==> config.mk <==
export PLATFORM = sky130hd
export DESIGN_NAME = gzip_header_parser_flat
export DESIGN_NICKNAME = d
export VERILOG_FILES = /design/src/rtl/core/gzhp_pkg.sv /design/src/rtl/core/gzhp_if.sv /design/src/rtl/core/gzhp_step.sv /design/src/rtl/core/gzip_header_parser.sv /design/src/flat_wrapper.sv
export SDC_FILE = /design/constraint.sdc
export NUM_CORES = 1
export LEC_CHECK = 0
export BUFFER_PORTS_ARGS = -buffer_cell sky130_fd_sc_hd__buf_2
export CAP_MARGIN = 5
export CORE_MARGIN = 3
export CORE_UTILIZATION = 48
export CTS_BUF_LIST = sky130_fd_sc_hd__clkbuf_4 sky130_fd_sc_hd__clkbuf_8 sky130_fd_sc_hd__clkbuf_16
export CTS_CLUSTER_DIAMETER = 200
export DETAILED_ROUTE_END_ITERATION = 6
export MAX_ROUTING_LAYER = met4
export PLACE_DENSITY_LB_ADDON = 0.05
export SYNTH_ARGS = -nofsm -noshare
export SYNTH_HDL_FRONTEND = slang
export SYNTH_SLANG_ARGS = --single-unit
==> constraint.sdc <==
create_clock -name clock -period 2.76 [get_ports clock]
set_input_delay 0.552 -clock clock [delete_from_list [all_inputs] [get_ports clock]]
set_output_delay 0.552 -clock clock [all_outputs]
set_load 0.05 [all_outputs]
==> src/rtl/core/gzhp_pkg.sv <==
`timescale 1ns / 1ps
`default_nettype none
package gzhp_pkg;

   typedef enum logic [2:0] {
      PH_FIXED   = 3'd0,
      PH_XLEN_LO = 3'd1,
      PH_XLEN_HI = 3'd2,
      PH_EXTRA   = 3'd3,
      PH_NAME    = 3'd4,
      PH_COMMENT = 3'd5,
      PH_HCRC    = 3'd6,
      PH_DONE    = 3'd7
   } phase_type;

   typedef enum logic [2:0] {
      ST_HEADER = 3'd0,
      ST_DONE   = 3'd1,
      ST_MAGIC  = 3'd2,
      ST_METHOD = 3'd3,
      ST_RESV   = 3'd4,
      ST_TRUNC  = 3'd5
   } status_type;

   localparam logic [7:0] MAGIC_ID1      = 8'd31;
   localparam logic [7:0] MAGIC_ID2      = 8'd139;
   localparam logic [7:0] METHOD_DEFLATE = 8'd8;
   localparam logic [7:0] FLAG_RESV_MASK = 8'he0;
   localparam int         FLAG_HCRC_BIT    = 1;
   localparam int         FLAG_EXTRA_BIT   = 2;
   localparam int         FLAG_NAME_BIT    = 3;
   localparam int         FLAG_COMMENT_BIT = 4;
   localparam logic [3:0] IDX_ID1        = 4'd0;
   localparam logic [3:0] IDX_ID2        = 4'd1;
   localparam logic [3:0] IDX_METHOD     = 4'd2;
   localparam logic [3:0] IDX_FLAGS      = 4'd3;
   localparam logic [3:0] IDX_FIXED_LAST = 4'd9;

   typedef struct packed {
      phase_type   phase;
      logic [3:0]  fixed_index;
      logic [7:0]  header_flags;
      logic [15:0] extra_remaining;
      logic [7:0]  extra_len_low;
      logic        crc_index;
      status_type  error_code;
   } parse_state_type;

   typedef struct packed {
      logic       payload_valid;
      logic [7:0] payload_byte;
      status_type parse_status;
   } result_type;

   localparam parse_state_type STATE_RESET = '{
      phase:           PH_FIXED,
      fixed_index:     4'd0,
      header_flags:    8'd0,
      extra_remaining: 16'd0,
      extra_len_low:   8'd0,
      crc_index:       1'b0,
      error_code:      ST_HEADER
   };

   // first optional section at or after 'from' that the flags ask for
   function automatic phase_type phase_from(input phase_type from, input logic [7:0] flags);
      phase_type ph;
      if (from <= PH_XLEN_LO && flags[FLAG_EXTRA_BIT]) begin
         ph = PH_XLEN_LO;
      end else if (from <= PH_NAME && flags[FLAG_NAME_BIT]) begin
         ph = PH_NAME;
      end else if (from <= PH_COMMENT && flags[FLAG_COMMENT_BIT]) begin
         ph = PH_COMMENT;
      end else if (from <= PH_HCRC && flags[FLAG_HCRC_BIT]) begin
         ph = PH_HCRC;
      end else begin
         ph = PH_DONE;
      end
      return ph;
   endfunction

endpackage
`default_nettype wire

==> src/rtl/core/gzhp_if.sv <==
`timescale 1ns / 1ps
`default_nettype none
interface gzhp_req_if;
   logic       valid;
   logic       ready;
   logic [7:0] in_byte;
   logic       stream_start;
   logic       stream_last;

   modport source (output valid, in_byte, stream_start, stream_last, input ready);
   modport sink   (input valid, in_byte, stream_start, stream_last, output ready);
endinterface

interface gzhp_rsp_if;
   logic       valid;
   logic       ready;
   logic       payload_valid;
   logic [7:0] payload_byte;
   logic [2:0] parse_status;

   modport source (output valid, payload_valid, payload_byte, parse_status, input ready);
   modport sink   (input valid, payload_valid, payload_byte, parse_status, output ready);
endinterface
`default_nettype wire

==> src/rtl/core/gzhp_step.sv <==
`timescale 1ns / 1ps
`default_nettype none
module gzhp_step import gzhp_pkg::*; (
   input  parse_state_type state_cur,
   input  logic [7:0]      in_byte,
   input  logic            stream_start,
   input  logic            stream_last,
   output parse_state_type state_nxt,
   output result_type      result
);

   parse_state_type s;
   logic            byte_is_payload;

   always_comb begin
      s = stream_start ? STATE_RESET : state_cur;
      state_nxt = s;
      byte_is_payload = 1'b0;

      if (s.error_code == ST_HEADER) begin
         case (s.phase)
            PH_FIXED: begin
               if (s.fixed_index == IDX_ID1 && in_byte != MAGIC_ID1) begin
                  state_nxt.error_code = ST_MAGIC;
               end else if (s.fixed_index == IDX_ID2 && in_byte != MAGIC_ID2) begin
                  state_nxt.error_code = ST_MAGIC;
               end else if (s.fixed_index == IDX_METHOD && in_byte != METHOD_DEFLATE) begin
                  state_nxt.error_code = ST_METHOD;
               end else if (s.fixed_index == IDX_FLAGS) begin
                  if ((in_byte & FLAG_RESV_MASK) != 8'd0) begin
                     state_nxt.error_code = ST_RESV;
                  end
                  state_nxt.header_flags = in_byte;
               end
               if (state_nxt.error_code == ST_HEADER) begin
                  if (s.fixed_index >= IDX_FIXED_LAST) begin
                     state_nxt.fixed_index = 4'd0;
                     state_nxt.phase = phase_from(PH_XLEN_LO, s.header_flags);
                  end else begin
                     state_nxt.fixed_index = s.fixed_index + 4'd1;
                  end
               end
            end
            PH_XLEN_LO: begin
               state_nxt.extra_len_low = in_byte;
               state_nxt.phase = PH_XLEN_HI;
            end
            PH_XLEN_HI: begin
               state_nxt.extra_remaining = {in_byte, s.extra_len_low};
               if ({in_byte, s.extra_len_low} == 16'd0) begin
                  state_nxt.phase = phase_from(PH_NAME, s.header_flags);
               end else begin
                  state_nxt.phase = PH_EXTRA;
               end
            end
            PH_EXTRA: begin
               state_nxt.extra_remaining = s.extra_remaining - 16'd1;
               if (s.extra_remaining == 16'd1) begin
                  state_nxt.phase = phase_from(PH_NAME, s.header_flags);
               end
            end
            PH_NAME: begin
               if (in_byte == 8'd0) begin
                  state_nxt.phase = phase_from(PH_COMMENT, s.header_flags);
               end
            end
            PH_COMMENT: begin
               if (in_byte == 8'd0) begin
                  state_nxt.phase = phase_from(PH_HCRC, s.header_flags);
               end
            end
            PH_HCRC: begin
               if (s.crc_index) begin
                  state_nxt.crc_index = 1'b0;
                  state_nxt.phase = PH_DONE;
               end else begin
                  state_nxt.crc_index = 1'b1;
               end
            end
            default: begin
               byte_is_payload = 1'b1;
            end
         endcase
         if (state_nxt.error_code == ST_HEADER && stream_last && state_nxt.phase != PH_DONE) begin
            state_nxt.error_code = ST_TRUNC;
         end
      end
   end

   always_comb begin
      if (state_nxt.error_code != ST_HEADER) begin
         result.payload_valid = 1'b0;
         result.payload_byte  = 8'd0;
         result.parse_status  = state_nxt.error_code;
      end else begin
         result.payload_valid = byte_is_payload;
         result.payload_byte  = byte_is_payload ? in_byte : 8'd0;
         result.parse_status  = (state_nxt.phase == PH_DONE) ? ST_DONE : ST_HEADER;
      end
   end

endmodule
`default_nettype wire

==> src/rtl/core/gzip_header_parser.sv <==
`timescale 1ns / 1ps
`default_nettype none
// A result beat appears in the cycle after its request beat is accepted.
// Throughput: one byte per cycle while each result beat is taken; the parse state updates in the accepting cycle.
// The result register frees in the same cycle it is taken, so a stall only blocks
// new requests while the held result is not taken.
// Reset (synchronous): parser returns to the fixed header phase, result register empty.
module gzip_header_parser import gzhp_pkg::*; (
   input  logic              clock,
   input  logic              reset,
   gzhp_req_if.sink          req_if,
   gzhp_rsp_if.source        rsp_if
);

   parse_state_type state_ff;
   parse_state_type state_in;
   result_type      result_ff;
   result_type      result_in;
   logic            rsp_valid_ff;
   logic            rsp_valid_in;
   logic            req_fire;

   gzhp_step u_step (
      .state_cur    (state_ff),
      .in_byte      (req_if.in_byte),
      .stream_start (req_if.stream_start),
      .stream_last  (req_if.stream_last),
      .state_nxt    (state_in),
      .result       (result_in)
   );

   assign req_if.ready = !rsp_valid_ff || rsp_if.ready;
   assign req_fire     = req_if.valid && req_if.ready;
   assign rsp_valid_in = req_fire || (rsp_valid_ff && !rsp_if.ready);

   always_ff @(posedge clock) begin
      if (reset) begin
         state_ff     <= STATE_RESET;
         rsp_valid_ff <= 1'b0;
      end else begin
         rsp_valid_ff <= rsp_valid_in;
         if (req_fire) begin
            state_ff <= state_in;
         end
      end
   end

   always_ff @(posedge clock) begin
      if (req_fire) begin
         result_ff <= result_in;
      end
   end

   assign rsp_if.valid         = rsp_valid_ff;
   assign rsp_if.payload_valid = result_ff.payload_valid;
   assign rsp_if.payload_byte  = result_ff.payload_byte;
   assign rsp_if.parse_status  = result_ff.parse_status;

endmodule
`default_nettype wire

==> src/flat_wrapper.sv <==
// flat-port wrapper written by rule: the top's interface ports become plain ports
module gzip_header_parser_flat import gzhp_pkg::*;
  (clock, reset, req_if_valid, req_if_in_byte, req_if_stream_start, req_if_stream_last, req_if_ready, rsp_if_valid, rsp_if_payload_valid, rsp_if_payload_byte, rsp_if_parse_status, rsp_if_ready);
  gzhp_req_if req_if_i ();
  gzhp_rsp_if rsp_if_i ();
  input  logic clock;
  input  logic reset;
  input wire logic [$bits(req_if_i.valid)-1:0] req_if_valid;
  input wire logic [$bits(req_if_i.in_byte)-1:0] req_if_in_byte;
  input wire logic [$bits(req_if_i.stream_start)-1:0] req_if_stream_start;
  input wire logic [$bits(req_if_i.stream_last)-1:0] req_if_stream_last;
  output wire logic [$bits(req_if_i.ready)-1:0] req_if_ready;
  output wire logic [$bits(rsp_if_i.valid)-1:0] rsp_if_valid;
  output wire logic [$bits(rsp_if_i.payload_valid)-1:0] rsp_if_payload_valid;
  output wire logic [$bits(rsp_if_i.payload_byte)-1:0] rsp_if_payload_byte;
  output wire logic [$bits(rsp_if_i.parse_status)-1:0] rsp_if_parse_status;
  input wire logic [$bits(rsp_if_i.ready)-1:0] rsp_if_ready;
  assign req_if_i.valid = req_if_valid;
  assign req_if_i.in_byte = req_if_in_byte;
  assign req_if_i.stream_start = req_if_stream_start;
  assign req_if_i.stream_last = req_if_stream_last;
  assign req_if_ready = req_if_i.ready;
  assign rsp_if_valid = rsp_if_i.valid;
  assign rsp_if_payload_valid = rsp_if_i.payload_valid;
  assign rsp_if_payload_byte = rsp_if_i.payload_byte;
  assign rsp_if_parse_status = rsp_if_i.parse_status;
  assign rsp_if_i.ready = rsp_if_ready;
  gzip_header_parser u_core (.clock(clock), .reset(reset), .req_if(req_if_i), .rsp_if(rsp_if_i));
endmodule
==> metrics.md, run 1 <==
| Metric | Value |
|---|---|
| Status | `finished, final reports clean` |
| Reg2reg end | `u_core.state_ff[6]` |
| WHS Path Cells | `3` |
| Fin util | `56.3%` |
| Final setup fails | `0` |
| Syn-to-layout area delta | `12.7%` |
| R2r setup slk | `0.39 ns` |
| Die height | `87.5 um` |
| Final nets | `445` |
| Worst Setup Start Kind | `input pin` |
| Area contributors post-synth | `dfxtp_1 25%, edfxtp_1 11%, nor2_1 6.8%` |
| Worst-margin pin slew | `1.29 ns` |
| Crit-path cells | `buf_2, or4_4, o41ai_1, o311ai_1, o211ai_2, o211ai_2, a41oi_2, o21ai_0` |
| Max Cap Violations | `0` |
| Setup TNS | `0 ns` |
| Synthesized area | `3190 sq um` |
| Via density | `6.16` |
| WP data required | `2.82 ns` |
| Worst min path class | `input pin to register` |
| CTS tree | `yes` |
| First-pass GRT wire length | `14700 um` |
| CTS Hold Bufs | `0` |
| Kind of cell adding the most delay to the critical path | `compound AO/OA/AOI/OAI gates` |
| Syn_area_per_cell | `8.07 sq um` |
| Aggregate global routing overflow | `0` |
| Post-DP Area | `3500 sq um` |
| Slew headroom | `12.9%` |
| Ys flop type | `dfxtp_1` |
| Largest net degree at the start of global routing | `31` |
| Final Cell Area | `3590 sq um` |
| Pleak | `0.00132 uW` |
| PortBufs | `27` |
| FILL cells | `617` |
| H-tree depth | `2` |
| Post-synth top area share | `25.1%` |
| Layout cells sized above 1 | `18.1%` |
| P_sw | `478 uW` |
| Post-synthesis sequential area ratio | `36.4%` |
| Root Driver | `clkbuf_8` |
| Reg2Reg Launch Point | `u_core.state_ff[0]` |
| GR Util All Layers | `25.2%` |
| Maximum vdd drop | `0.246 mV` |
| Worst Reg-to-Reg Cells | `5` |
| Top Ports | `28` |
| Post-synthesis cell type count | `66` |
| Clock group share of total power | `28.8%` |
| Max Fclk | `419 MHz` |
| Clk_lat worst skew | `0.31 ns` |
| Worst-path fanout max | `5` |
| PD cells | `436 nW/um^2` |
| FFs w/ async S/R, synth | `0%` |
| Core area | `6390 sq um` |
| Final hold violations | `0` |
| Share of power burned in registers | `51.9%` |
| Int Power | `1090 uW` |
| Gpl congestion | `1.01` |
| Die Area | `7660 sq um` |
| Syn Nets | `411` |
| Post-CTS Resized | `0` |
| Dpl cells | `499` |
| RSZ-0062 raised after global routing | `false` |
| Multi-input logic area | `1880 sq um` |
| Synth area leader | `dfxtp_1` |
| Pins Over Slew Limit | `0` |
| Sink Count | `52` |
| Critical Path AT | `2.45 ns` |
| WL per Instance | `17.6 um` |
| Die width | `87.5 um` |
| Post-CTS Setup Repair Bufs | `0` |
| CP endpoint kind | `register` |
| 1st-iter DRT viols | `228` |
| Combinational Power Share | `19.3%` |
| Slowest stage delay, CP | `0.55 ns` |
| Slowest cell on the critical path | `or4_4` |
| Crit share post-route | `86.6%` |
| Total CTS buffers | `5` |
| DRT Pass-1 Iters | `5` |
| Starting Density | `49.9%` |
| CP Class | `input pin to register` |
| Number of routed nets with antenna violations | `0` |
| Ys Warns | `0` |
| Rows | `29` |
| DR vias | `3124` |
| Hold Crit Start | `req_if_valid` |
| Bufs on Longest Clock Path | `2` |
| Switching share of power | `30.5%` |
| Clock slew at reported path FFs | `0.09 ns` |
| Syn Inst Count | `395` |
| # diodes | `0` |
| Worst path depth | `8` |
| Fin cells | `507` |
| Synth Register Bits | `52` |
| Final Skew | `0.00742 ns` |
| Hpwl dp | `6580 um` |
| DRC violations left | `0` |
| Post-synth EDFFs | `12` |
| FF/Latch Area | `1160 sq um` |
| WP buf/inv | `1` |
| Antenna violations before repair | `0` |
| Crit-path most repeated cell | `o211ai_2` |
| Number of global-route vias before repair | `2920` |
| Routed wire length | `8900 um` |
| WHS Endpoint | `u_core.rsp_if.valid` |
| Minimum clock period | `2.39 ns` |
-- placed cells by master, fill, tap and decap left out, types with 10 or more instances in the layout --
| cell | Yosys | routed |
|---|---|---|
| a21oi_1 | 26 | 26 |
| nor2_1 | 58 | 58 |
| edfxtp_1 | 12 | 12 |
| nand2_1 | 32 | 32 |
| buf_4 | 2 | 21 |
| inv_1 | 10 | 10 |
| nor3_1 | 19 | 19 |
| a22oi_1 | 18 | 18 |
| o21ai_0 | 23 | 23 |
| buf_2 | 2 | 27 |
| dfxtp_1 | 40 | 40 |
| nor4_1 | 10 | 10 |
-- cell families (layout without fill, tap and decap cells) --
logic type               Yosys count  count (layout)  synth area share, %
multiplexers                       2               2                0.667
flip-flops                        52              52                 36.4
XOR/XNOR                           7               7                 1.92
AO/OA/AOI/OAI                    116             116                 25.0
AND/OR/NAND/NOR                  182             182                 30.4
buffers and inverters             34              69                 4.79
adder cells (fa/ha/maj)            2               2                0.785
-- worst max path at each step --
stage	startpoint	end	slack, ns
2_1_floorplan	req_if_stream_start	u_core.rsp_if.parse_status[2]	0.005
3_3_place_gp	req_if_in_byte[5]	u_core.rsp_if.parse_status[2]	0.13
3_5_place_dp	req_if_in_byte[5]	u_core.rsp_if.parse_status[2]	0.11
4_1_cts	req_if_in_byte[5]	u_core.rsp_if.parse_status[2]	0.43
5_1_grt	req_if_stream_start	u_core.rsp_if.parse_status[2]	0.22
6_report	req_if_in_byte[5]	u_core.rsp_if.parse_status[2]	0.37
-- through the flow --
| stage | power (uW) | setup slack [ns] | hold slack (ns) |
|---|---|---|---|
| detailed placement | 1130 | 0.114 | 0.499 |
| global placement | 1130 | 0.127 | 0.491 |
| floorplan | 1030 | 0.00488 | 0.465 |
| global route | 1640 | 0.223 | 0.517 |
| CTS | 1580 | 0.433 | 0.486 |
| finish | 1570 | 0.371 | 0.488 |
-- power by group through the flow --
stage / combinational, uW / clock, uW / sequential (uW)
finish: 302 / 451 / 813
global route: 328 / 495 / 815
CTS: 301 / 466 / 813
detailed placement: 300 / 0 / 830
global placement: 301 / 0 / 830
floorplan: 166 / 0 / 860
-- registers in the layout, indices dropped and copies added (netlist names) --
| name | count |
|---|---|
| u_core.state_ff | 39 |
| u_core.rsp_if.payload_byte | 8 |
| u_core.rsp_if.parse_status | 3 |
| u_core.rsp_if.payload_valid | 1 |
| u_core.rsp_if.valid | 1 |
-- cell type report --
type / count / area share, %
clock inverter: 2 / 0.453
tap: 77 / 2.68
multi-input combinational: 309 / 52.5
timing repair buffer: 49 / 8.71
inverter: 12 / 1.25
sequential: 52 / 32.3
clock buffer: 6 / 2.12
-- synthesized netlist by cell type (3+ instances only) --
library cell and instances:
nand3_1 8, nand2_1 32, a32oi_1 3, edfxtp_1 12, nor3_1 19, or4_1 3, and3_1 3, xnor2_1 6
o21ai_0 23, dfxtp_1 40, nor3b_1 5, o211ai_1 6, nand2b_1 8, a22oi_1 18, nand4_1 3, and2_1 9
o21a_1 3, a211oi_1 3, a21oi_1 26, nor2b_1 8, o21ai_1 3, inv_1 10, o31ai_1 3, nor4_1 10
clkbuf_1 16, a31oi_1 4, nor2_1 58
-- per-layer routing --
metal | track usage (%) | routed length (um) | vias to the layer above
li1 | - | - | 1537
met1 | 31.6 | 3890 | 1461
met2 | 40.5 | 4300 | 103
met3 | 3.78 | 402 | 23
met4 | 9.90 | 307 | 0
met5 | - | 0 | -
-- worst reg2reg max path, delay by kind of cell (launching register included) --
kind | cells | cell delay, ns
simple gates | 3 | 1.53
compound gates | 2 | 0.40
flops | 1 | 0.38
Note: power is estimated with default switching activity, not from simulation.
==> run 2, diff against run 1 <==
Settings changed: GPL_TIMING_DRIVEN set to 0.
==> run 2 against run 1 <==
Effect of this change: first-iteration DRC count rose by 2.2%; die area did not move; combinational power barely moved; setup slack got worse by 0.24 ns; core utilization fell by 0.098 points; power rose by 1.2%; critical path depth rose by 5; critical path type unchanged; critical endpoint unchanged.
==> metrics.md, run 2 (same netlist as run 1, synthesis figures left out) <==
| Metric | Value |
|---|---|
| Crit-path cells | `buf_6, buf_6, buf_6, buf_6, nor2b_4, ha_4, nor3b_4, and4_4, o211ai_1, o211ai_1, o211ai_2, a41oi_2, o21ai_1 (was buf_2, or4_4, o41ai_1, o311ai_1, o211ai_2, o211ai_2, a41oi_2, o21ai_0)` |
| Largest net degree at the start of global routing | `20 (was 31)` |
| DRT Pass-1 Iters | `5 (unchanged)` |
| Status | `finished, final reports clean (unchanged)` |
| Final Skew | `0.0165 ns (was 0.00742 ns)` |
| Dpl cells | `497 (was 499)` |
| Most frequent cells in the layout | `58 x nor2_1, 40 x dfxtp_1, 32 x nand2_1, 27 x buf_2, 26 x a21oi_1 (unchanged)` |
| Minimum clock period | `2.63 ns (was 2.39 ns)` |
| Via density | `6.20 (was 6.16)` |
| Maximum vdd drop | `0.284 mV (was 0.246 mV)` |
| Worst min path class | `input pin to register (unchanged)` |
| WL per Instance | `18.7 um (was 17.6 um)` |
| Top Ports | `28 (unchanged)` |
| WP data required | `2.84 ns (was 2.82 ns)` |
| Final nets | `444 (was 445)` |
| Worst Setup SP | `req_if_stream_start (was req_if_in_byte[5])` |
| Clk_lat worst skew | `0.32 ns (was 0.31 ns)` |
| Pins Over Slew Limit | `0 (unchanged)` |
| Slowest cell on the critical path | `a41oi_2 (was or4_4)` |
| Hpwl dp | `6800 um (was 6580 um)` |
| Die height | `87.5 um (unchanged)` |
| DRC violations left | `0 (unchanged)` |
| Setup TNS | `0 ns (unchanged)` |
| Final setup fails | `0 (unchanged)` |
| Number of global-route vias before repair | `2967 (was 2920)` |
| H-tree depth | `2 (unchanged)` |
| Pleak | `0.00127 uW (was 0.00132 uW)` |
| Total CTS buffers | `5 (unchanged)` |
| Sink Count | `52 (unchanged)` |
| Crit-path most repeated cell | `buf_6 (was o211ai_2)` |
| CTS Hold Bufs | `0 (unchanged)` |
| Worst-path fanout max | `10 (was 5)` |
| Syn-to-layout area delta | `12.5% (was 12.7%)` |
| Worst-margin pin slew | `1.18 ns (was 1.29 ns)` |
| Die width | `87.5 um (unchanged)` |
| WHS Path Cells | `2 (was 3)` |
| RSZ-0062 raised after global routing | `false (unchanged)` |
| Aggregate global routing overflow | `0 (unchanged)` |
| First-pass GRT wire length | `15500 um (was 14700 um)` |
| Layout cells sized above 1 | `16.1% (was 18.1%)` |
| Die Area | `7660 sq um (unchanged)` |
| Slowest stage delay, CP | `0.27 ns (was 0.55 ns)` |
| GR Util All Layers | `26.9% (was 25.2%)` |
| Worst Setup Start Kind | `input pin (unchanged)` |
| CTS tree | `yes (unchanged)` |
| R2r setup slk | `0.25 ns (was 0.39 ns)` |
| PD cells | `442 nW/um^2 (was 436 nW/um^2)` |
| Worst path depth | `13 (was 8)` |
| Slew headroom | `20.5% (was 12.9%)` |
| Routed wire length | `9480 um (was 8900 um)` |
| Largest register FFs | `39 (unchanged)` |
| Clock slew at reported path FFs | `0.11 ns (was 0.09 ns)` |
| Worst setup margin | `0.127 ns (was 0.371 ns)` |
| Gpl congestion | `1.00 (was 1.01)` |
| Max Fclk | `380 MHz (was 419 MHz)` |
| FILL cells | `616 (was 617)` |
| FF/Latch Area | `1160 sq um (unchanged)` |
| Max Cap Violations | `0 (unchanged)` |
| Commonest non-fill, non-tap cell in the layout | `nor2_1 (unchanged)` |
| Reg2Reg Launch Point | `u_core.state_ff[42] (was u_core.state_ff[0])` |
| DR vias | `3135 (was 3124)` |
| Most flops, register | `u_core.state_ff (unchanged)` |
| Crit share post-route | `95.4% (was 86.6%)` |
| Hold Crit Start | `reset (was req_if_valid)` |
| Bufs on Longest Clock Path | `2 (unchanged)` |
| Starting Density | `49.9% (unchanged)` |
| 1st-iter DRT viols | `233 (was 228)` |
| WP buf/inv | `4 (was 1)` |
| Critical Path AT | `2.71 ns (was 2.45 ns)` |
| Post-DP Area | `3420 sq um (was 3500 sq um)` |
| CP Class | `input pin to register (unchanged)` |
| Multi-input logic area | `1930 sq um (was 1880 sq um)` |
| Kind of cell adding the most delay to the critical path | `compound AO/OA/AOI/OAI gates (unchanged)` |
| CP endpoint kind | `register (unchanged)` |
| Core area | `6390 sq um (unchanged)` |
| # diodes | `0 (unchanged)` |
| Worst Reg-to-Reg Cells | `8 (was 5)` |
| Fin cells | `506 (was 507)` |
| Number of routed nets with antenna violations | `0 (unchanged)` |
| Final hold violations | `0 (unchanged)` |
| Dpl ws | `-0.491 ns (was 0.114 ns)` |
| Root Driver | `clkbuf_8 (unchanged)` |
| Rows | `29 (unchanged)` |
| PortBufs | `25 (was 27)` |
| Fin util | `56.2% (was 56.3%)` |
| Antenna violations before repair | `0 (unchanged)` |
| Final Cell Area | `3590 sq um (about the same)` |
==> run 2: cell count changes in the layout (fill, tap and decap cells not counted), sizes merged <==
cell and change:
inv +1, buf -15, clkbuf +13
==> run 2: per-layer routing <==
| layer | vias to the layer above | track usage (%) | share of wire, % |
|---|---|---|---|
| met5 | - | - | 0 |
| met4 | 0 | 13.0 | 4.4 |
| met3 | 38 | 3.60 | 5.0 |
| met2 | 109 | 41.4 | 46 |
| met1 | 1462 | 34.7 | 45 |
| li1 | 1526 | - | - |
==> run 2: path summary, 6_finish.rpt <==
| check | to |
|---|---|
| max | u_core.rsp_if.parse_status[2] |
| min | u_core.state_ff[2] |
| max reg2reg | u_core.rsp_if.parse_status[2] |
| min reg2reg | u_core.rsp_if.valid |
==> run 2: stage by stage <==
stage	total power, uW	hold slack [ns]
final	1580	0.469
after global routing	1650	0.479
after CTS	1590	0.465
after detailed placement	1120	0.511
after global placement	1120	0.499
after floorplan	1030	0.465
==> run 2: area by class of cell <==
cell class              count  share of cell area, %
well taps                  77                   2.69
inverters                  12                   1.36
multi-input cells         309                   53.7
clock buffers               5                   1.92
plain buffers              21                   3.31
repair buffers             27                   3.91
flip-flops and latches     52                   32.4
clock inverters             3                  0.733
==> run 2: timing repair <==
| item | CTS | global route |
|---|---|---|
| pin swaps | 1 | 7 |
| cloned | 0 | 0 |
| setup buffers | 0 | 2 |
| resized for setup | 3 | 12 |
| endpoints found under the setup margin | 14 | 14 |
| hold endpoints to repair | 0 | 0 |
==> run 2: power breakdown <==
group          switching [uW]  leakage [uW]  internal (uW)
combinational             212      0.000783           89.9
sequential               12.8      0.000443            797
clock                     287     0.0000487            186
